[src/rtl/wlvs_pkg.sv]
package wlvs_pkg;

	// Default number of value slots; the status ring holds one more entry.
	localparam int SLOTS_DEF = 200;

	// Fixed field widths of the channel items.
	localparam int KIND_W   = 2;
	localparam int VALUE_W  = 32;
	localparam int ACTIVE_W = 8;

	// Operation codes carried in the kind field.
	typedef enum logic [KIND_W-1:0] {
		KIND_FORMAT  = 2'd0,
		KIND_RECOVER = 2'd1,
		KIND_WRITE   = 2'd2,
		KIND_READ    = 2'd3
	} kind_t;

	// One request item.
	typedef struct packed {
		logic [KIND_W-1:0]         kind;
		logic signed [VALUE_W-1:0] value;
	} req_item_t;

	// One response item.
	typedef struct packed {
		logic signed [VALUE_W-1:0] read_value;
		logic                      ok;
		logic [ACTIVE_W-1:0]       active_index;
	} rsp_item_t;

	// Source of the status ring read address.
	typedef enum logic [1:0] {
		SRC_PTR,
		SRC_LAST,
		SRC_CNT
	} st_src_t;

	// Commands from the controller to the datapath.
	typedef struct packed {
		logic    start;
		logic    st_rd;
		st_src_t st_src;
		logic    val_rd;
		logic    wr_commit;
		logic    fmt_step;
		logic    rec_step;
		logic    out_load;
	} dp_cmd_t;

	// Status from the datapath to the controller.
	typedef struct packed {
		logic fmt_last;
		logic rec_hit;
		logic rec_end;
	} dp_sts_t;

endpackage

[src/rtl/wlvs_ctrl.sv]
module wlvs_ctrl (
	input  logic                        clk,
	input  logic                        arst_n,
	input  logic                        req_valid,
	input  logic [wlvs_pkg::KIND_W-1:0] req_kind,
	output logic                        req_stall,
	output logic                        rsp_valid,
	input  logic                        rsp_stall,
	input  wlvs_pkg::dp_sts_t           sts,
	output wlvs_pkg::dp_cmd_t           cmd_out
);

	typedef enum logic [2:0] {
		S_IDLE,
		S_VAL,
		S_WR,
		S_FMT,
		S_REC,
		S_FIN
	} state_t;

	state_t state_q;
	state_t state_d;
	logic   rsp_valid_q;
	logic   accept;
	logic   out_free;

	assign accept    = req_valid && (state_q == S_IDLE);
	assign out_free  = !rsp_valid_q || !rsp_stall;
	assign req_stall = (state_q != S_IDLE);
	assign rsp_valid = rsp_valid_q;

	// Commands for the current state and the next state.
	always_comb begin
		cmd_out        = '0;
		cmd_out.st_src = wlvs_pkg::SRC_PTR;
		state_d        = state_q;
		unique case (state_q)
			S_IDLE: begin
				if (accept) begin
					cmd_out.start = 1'b1;
					cmd_out.st_rd = 1'b1;
					unique case (req_kind)
						wlvs_pkg::KIND_FORMAT: state_d = S_FMT;
						wlvs_pkg::KIND_RECOVER: begin
							cmd_out.st_src = wlvs_pkg::SRC_LAST;
							state_d        = S_REC;
						end
						wlvs_pkg::KIND_WRITE: state_d = S_WR;
						default:              state_d = S_VAL;
					endcase
				end
			end
			S_VAL: begin
				cmd_out.val_rd = 1'b1;
				state_d        = S_FIN;
			end
			S_WR: begin
				cmd_out.wr_commit = 1'b1;
				state_d           = S_FIN;
			end
			S_FMT: begin
				cmd_out.fmt_step = 1'b1;
				if (sts.fmt_last) begin
					state_d = S_FIN;
				end
			end
			S_REC: begin
				cmd_out.rec_step = 1'b1;
				cmd_out.st_rd    = 1'b1;
				cmd_out.st_src   = wlvs_pkg::SRC_CNT;
				if (sts.rec_hit || sts.rec_end) begin
					state_d = S_FIN;
				end
			end
			S_FIN: begin
				if (out_free) begin
					cmd_out.out_load = 1'b1;
					state_d          = S_IDLE;
				end
			end
			default: state_d = S_IDLE;
		endcase
	end

	// State and response valid.
	always_ff @(posedge clk or negedge arst_n) begin
		if (!arst_n) begin
			state_q     <= S_IDLE;
			rsp_valid_q <= 1'b0;
		end else begin
			state_q <= state_d;
			if (cmd_out.out_load) begin
				rsp_valid_q <= 1'b1;
			end else if (!rsp_stall) begin
				rsp_valid_q <= 1'b0;
			end
		end
	end

endmodule

[config.mk]
export PLATFORM = sky130hd
export DESIGN_NAME = wlvs_ctrl
export DESIGN_NICKNAME = d
export VERILOG_FILES = /design/src/rtl/wlvs_pkg.sv /design/src/rtl/wlvs_ctrl.sv
export SDC_FILE = /design/constraint.sdc
export NUM_CORES = 1
export LEC_CHECK = 0
export ABC_AREA = 1
export BUFFER_PORTS_ARGS = -buffer_cell sky130_fd_sc_hd__buf_4
export CELL_PAD_IN_SITES_DETAIL_PLACEMENT = 0
export CELL_PAD_IN_SITES_GLOBAL_PLACEMENT = 1
export CORE_UTILIZATION = 27
export DETAILED_ROUTE_END_ITERATION = 10
export PLACE_DENSITY = 0.76
export REMOVE_ABC_BUFFERS = 1
export SYNTH_ARGS = -nofsm -noshare
export SYNTH_HDL_FRONTEND = slang
export SYNTH_SLANG_ARGS = --single-unit
[constraint.sdc]
create_clock -name clk -period 1.35 [get_ports clk]
set_input_delay 0.135 -clock clk [delete_from_list [all_inputs] [get_ports clk]]
set_output_delay 0.135 -clock clk [all_outputs]
set_load 0.02 [all_outputs]
Yosys cells after proc, flatten, opt, wreduce, memory -nomap -nowiden. Index checks and enable logic that the tools add are counted.

Register bits after elaboration: 4. Input bits: 9. Output and inout port bits: 11.

Equality and inequality tests: 12. Muxes and demuxes: 18. Reductions and logical operators: 10.

Operators by type and width (number): $pmux 3 s5 (1); $mux 3 (4); $mux 1 (10); $pmux 3 s3 (1); $ne 2x2->1 const B (4); $eq 3x2->1 const B (2); $eq 3x3->1 const B (2); $pmux 3 s2 (1); $mux 4 (1); $reduce_and 4->1 (1); $eq 3x1->1 const B (1); $logic_not 3->1 (1); $reduce_bool 3->1 (1); $eq 2x1->1 const B (1); $eq 2x2->1 const B (1); $logic_not 1->1 (2); $logic_not 2->1 (1); $logic_or 1x1->1 (2); $ne 2x1->1 const B (1); $reduce_or 2->1 (1); $logic_and 1x1->1 (1).

Logic depth before layout (Yosys ltp).
Word-level depth: 5. Depth in mapped cells: 7. Depth with buffers taken out: 7.

Worst setup path after synthesis. OpenSTA, ideal clock, no wires.

Path type: reg2out. Start: reg state_q[0]. End: out cmd_out[5] (netlist bit). Arrival time: 1.328 ns. Data required time: 1.215 ns. Path slack: -0.113 ns. Stages on the path, launching flop included: 4. Path through: dfrtp_1 > nor2_2 > nand2_1 > nor3b_1.

RTL lines: start: declaration (RTL line wlvs_ctrl.sv:22) `state_t state_q;`; start signal: assignment (RTL line wlvs_ctrl.sv:92) `state_q <= state_d;`; end: declaration (RTL line wlvs_ctrl.sv:10) `output wlvs_pkg::dp_cmd_t cmd_out`.

==> key figures <==
Outcome
  • Status: finished, final reports clean

STA
  • Final setup skew: 0.00320 ns
  • RSZ-0062 raised after global routing: true
  • Endpoints failing setup: 0
  • Worst slew pin tran: around 0.2 ns
  • Final Hold Vio Count: 0
  • Setup ws final: 0.0239 ns
  • Slew Viols, Final: 0
  • Final TNS setup: 0 ns
  • Crit share post-route: 98.2%
  • Post-route minimum period: 1.33 ns
  • Slew headroom: 86.8%
  • Fmax: 0.754 GHz

Finish
  • Number of fill cells: between 100 and 150
  • # diodes: 0
  • Final Net Count: 100
  • Design area: 648 um^2
  • FF+latch area: 101 um^2
  • Synth-to-Final Area Change: 72.7%
  • Post-route non-filler standard cell count: 99
  • Multi-input logic area: 255 um^2
  • Share of post-route cells with drive strength above 1: a little under half
  • Finished Core Util: 49.8%

Critical path
  • Critical Path RT: 1.22 ns
  • Crit path DAT: 1.19 ns
  • Element type at the critical path start: flop
  • Crit-path max FO: 5
  • Worst R2R End: state_q[0]$_DFFE_PN0P_
  • Worst setup EP type: output pin
  • Reg2Reg Launch Point: state_q[0]$_DFFE_PN0P_
  • Worst Path Class, Setup: reg -> out
  • Register-to-register setup slack: roughly 0.17 ns
  • Reg2reg path depth: 7

Place
  • Placer congestion estimate: 0.767
  • Placed Cells incl. Taps: 90
  • Placement Setup Slack: 0.132 ns
  • DP Area: 537 um^2
  • Port buffer count: 19
  • Post-DP HPWL: 657 um

Die
  • Die Area: 0.00154 mm^2
  • Rows: 13
  • I/O pin count: 20
  • Chip width: a little under 40 um
  • Initial core utilization: 28.8%
  • Die height: a little under 40 um
  • Core Area: 0.00130 mm^2

Logic synthesis
  • Async SR Flop Fraction: 100%
  • Syn Inst Count: 56
  • Top cells by count, synth: nand2_1 (15), inv_1 (9), nor2_1 (6), ha_1 (5)
  • Simple-gate portion of the synthesized area: about 37%
  • Distinct cells, synth: 16
  • EDFF count, synth: 0
  • Synth Area in XOR/XNOR: 0%
  • Synth area leader: dfrtp_1
  • Mapped cell area: approximately 380 um^2
  • Synth Area in Adders: 16.7%
  • Compound-Gate Fraction of Synth Area: under 10%
  • Avg Inst Size Synth: between 6 and 7 um^2
  • Ys Warns: 0
  • Seq cells post-synth: 4
  • Multiplexer share of the synthesized area: 0%
  • Top-count cell post-synth: nand2_1
  • Post-synthesis sequential area ratio: approximately a quarter
  • Post-synth top area share: 26.7%
  • Ranking of synthesized cells by area: dfrtp_1 (27%), ha_1 (17%), nand2_1 (15%)
  • Largest family of logic cells by synthesized area: simple AND/OR/NAND/NOR gates
  • Main synth FF type: dfrtp_1

Worst hold path
  • Hold_sp: rsp_stall
  • HP Class: in -> reg
  • Worst hold endpoint: rsp_valid$_DFFE_PN0P_
  • WHS Path Cells: 3

Route
  • Overall via count from detail_route: around 430
  • Post-route DRC: 0
  • Routed WL: 868 um
  • Vias/cell: 4.29
  • Router iterations before antenna repair: 3
  • Routed len/inst: 8.77 um
  • DRT iter0 DRCs: 3
  • Detail Route Antenna Nets: 0

Power
  • Static leakage: 0.000382 uW
  • Clock power frac: 10.0%
  • Internal: roughly 750 uW
  • Combinational power share: 72.9%
  • Peak supply drop: ~0.85 mV
  • Flop pwr share: 17.0%
  • Psw: 650 uW
  • Pwr/cell area: 2160 mW/mm^2
  • Switching share of power: 46.4%

Clocking
  • Clk root buf: clkbuf_4
  • CTS tree: yes
  • Clock Path Buffers: 2
  • Clock Latency Late Sink: 0.23 ns
  • H-tree lvl count: 1
  • Total CTS buffers: 3
  • Worst-path clk slew: about 0.040 ns
  • Sink Count: 4

Global route
  • First-pass GRT wire length: approximately 1400 um
  • Vias in the first global route: 366
  • GRT Overall Usage: 13.0%
  • Antenna violations before repair: 0
  • Largest net degree at the start of global routing: 7
  • Total grt overflow: 0

Run
  • Max_cap viols: 0
per-layer routing:
metal	vias to the layer above	part of all wire (%)	GRT usage, %
li1	228	-	-
met1	187	46	16.0
met2	8	50	22.5
met3	2	2.6	1.70
met4	0	1.2	5.17
met5	-	0	0
placed cells by master (no fill, tap or decap), types with 2 or more instances in the layout:
cell type	synthesis	routed
inv_2	1	2
buf_6	0	4
clkbuf_4	0	3
ha_1	5	5
nand2_1	15	12
nor2_1	6	5
nand3_1	4	4
buf_4	1	21
inv_1	9	8
nand2_2	1	3
nor3_1	3	3
dfrtp_1	4	3
nor2_2	2	2
cells by family after synthesis:
group | after synthesis
adders and majority gates | 5
and+or+nand+nor | 32
DFF | 4
AOI/OAI and AO/OA | 4
buffers and inverters | 11
state kept, by name (all words and copies together), names as in the netlist:
signal / cells
state_q: 3
rsp_valid: 1
worst max-delay path: stages (launching register included):
cell	delay, ns
dfrtp_1	0.41
nor2_2	0.16
nand2_2	0.09
nor3b_2	0.15
buf_4	0.16
through the flow:
step                      power, uW  hold WS [ns]
after floorplan                 726        -0.161
after global placement         1030       -0.0688
after detailed placement       1040       -0.0685
after CTS                      1240         0.142
after global routing           1510         0.166
final                          1400         0.145
power groups by stage:
stage / sequential [uW] / combinational (uW) / clock, uW
after CTS: 243 / 853 / 146
after global routing: 247 / 1110 / 159
after floorplan: 260 / 466 / 0
after detailed placement: 245 / 792 / 0
after global placement: 241 / 793 / 0
final: 239 / 1020 / 140
area by class of cell:
class	count	area share, %
Multi-Input combinational cell	41	39.4
Clock buffer	3	3.47
Tap cell	15	2.90
Inverter	10	5.79
Timing Repair Buffer	26	32.8
Sequential cell	4	15.6
worst max path at each step:
stage	startpoint	endpoint	depth (start not counted)
CTS	state_q[0]$_DFFE_PN0P_	cmd_out[1]	5
global placement	state_q[0]$_DFFE_PN0P_	cmd_out[5]	4
global route	state_q[0]$_DFFE_PN0P_	cmd_out[5]	4
detailed placement	state_q[0]$_DFFE_PN0P_	cmd_out[5]	4
floorplan	state_q[0]$_DFFE_PN0P_	cmd_out[5]	3
finish	state_q[0]$_DFFE_PN0P_	cmd_out[5]	4
timing repair:
item	4_1_cts	5_1_grt
hold buffers	1	0
hold endpoints to repair	4	0
buffers inserted	2	3
endpoints found under the setup margin	1	6
pin swaps	1	2
gates resized for setup	4	9
Power figures use the tool's default switching activity.
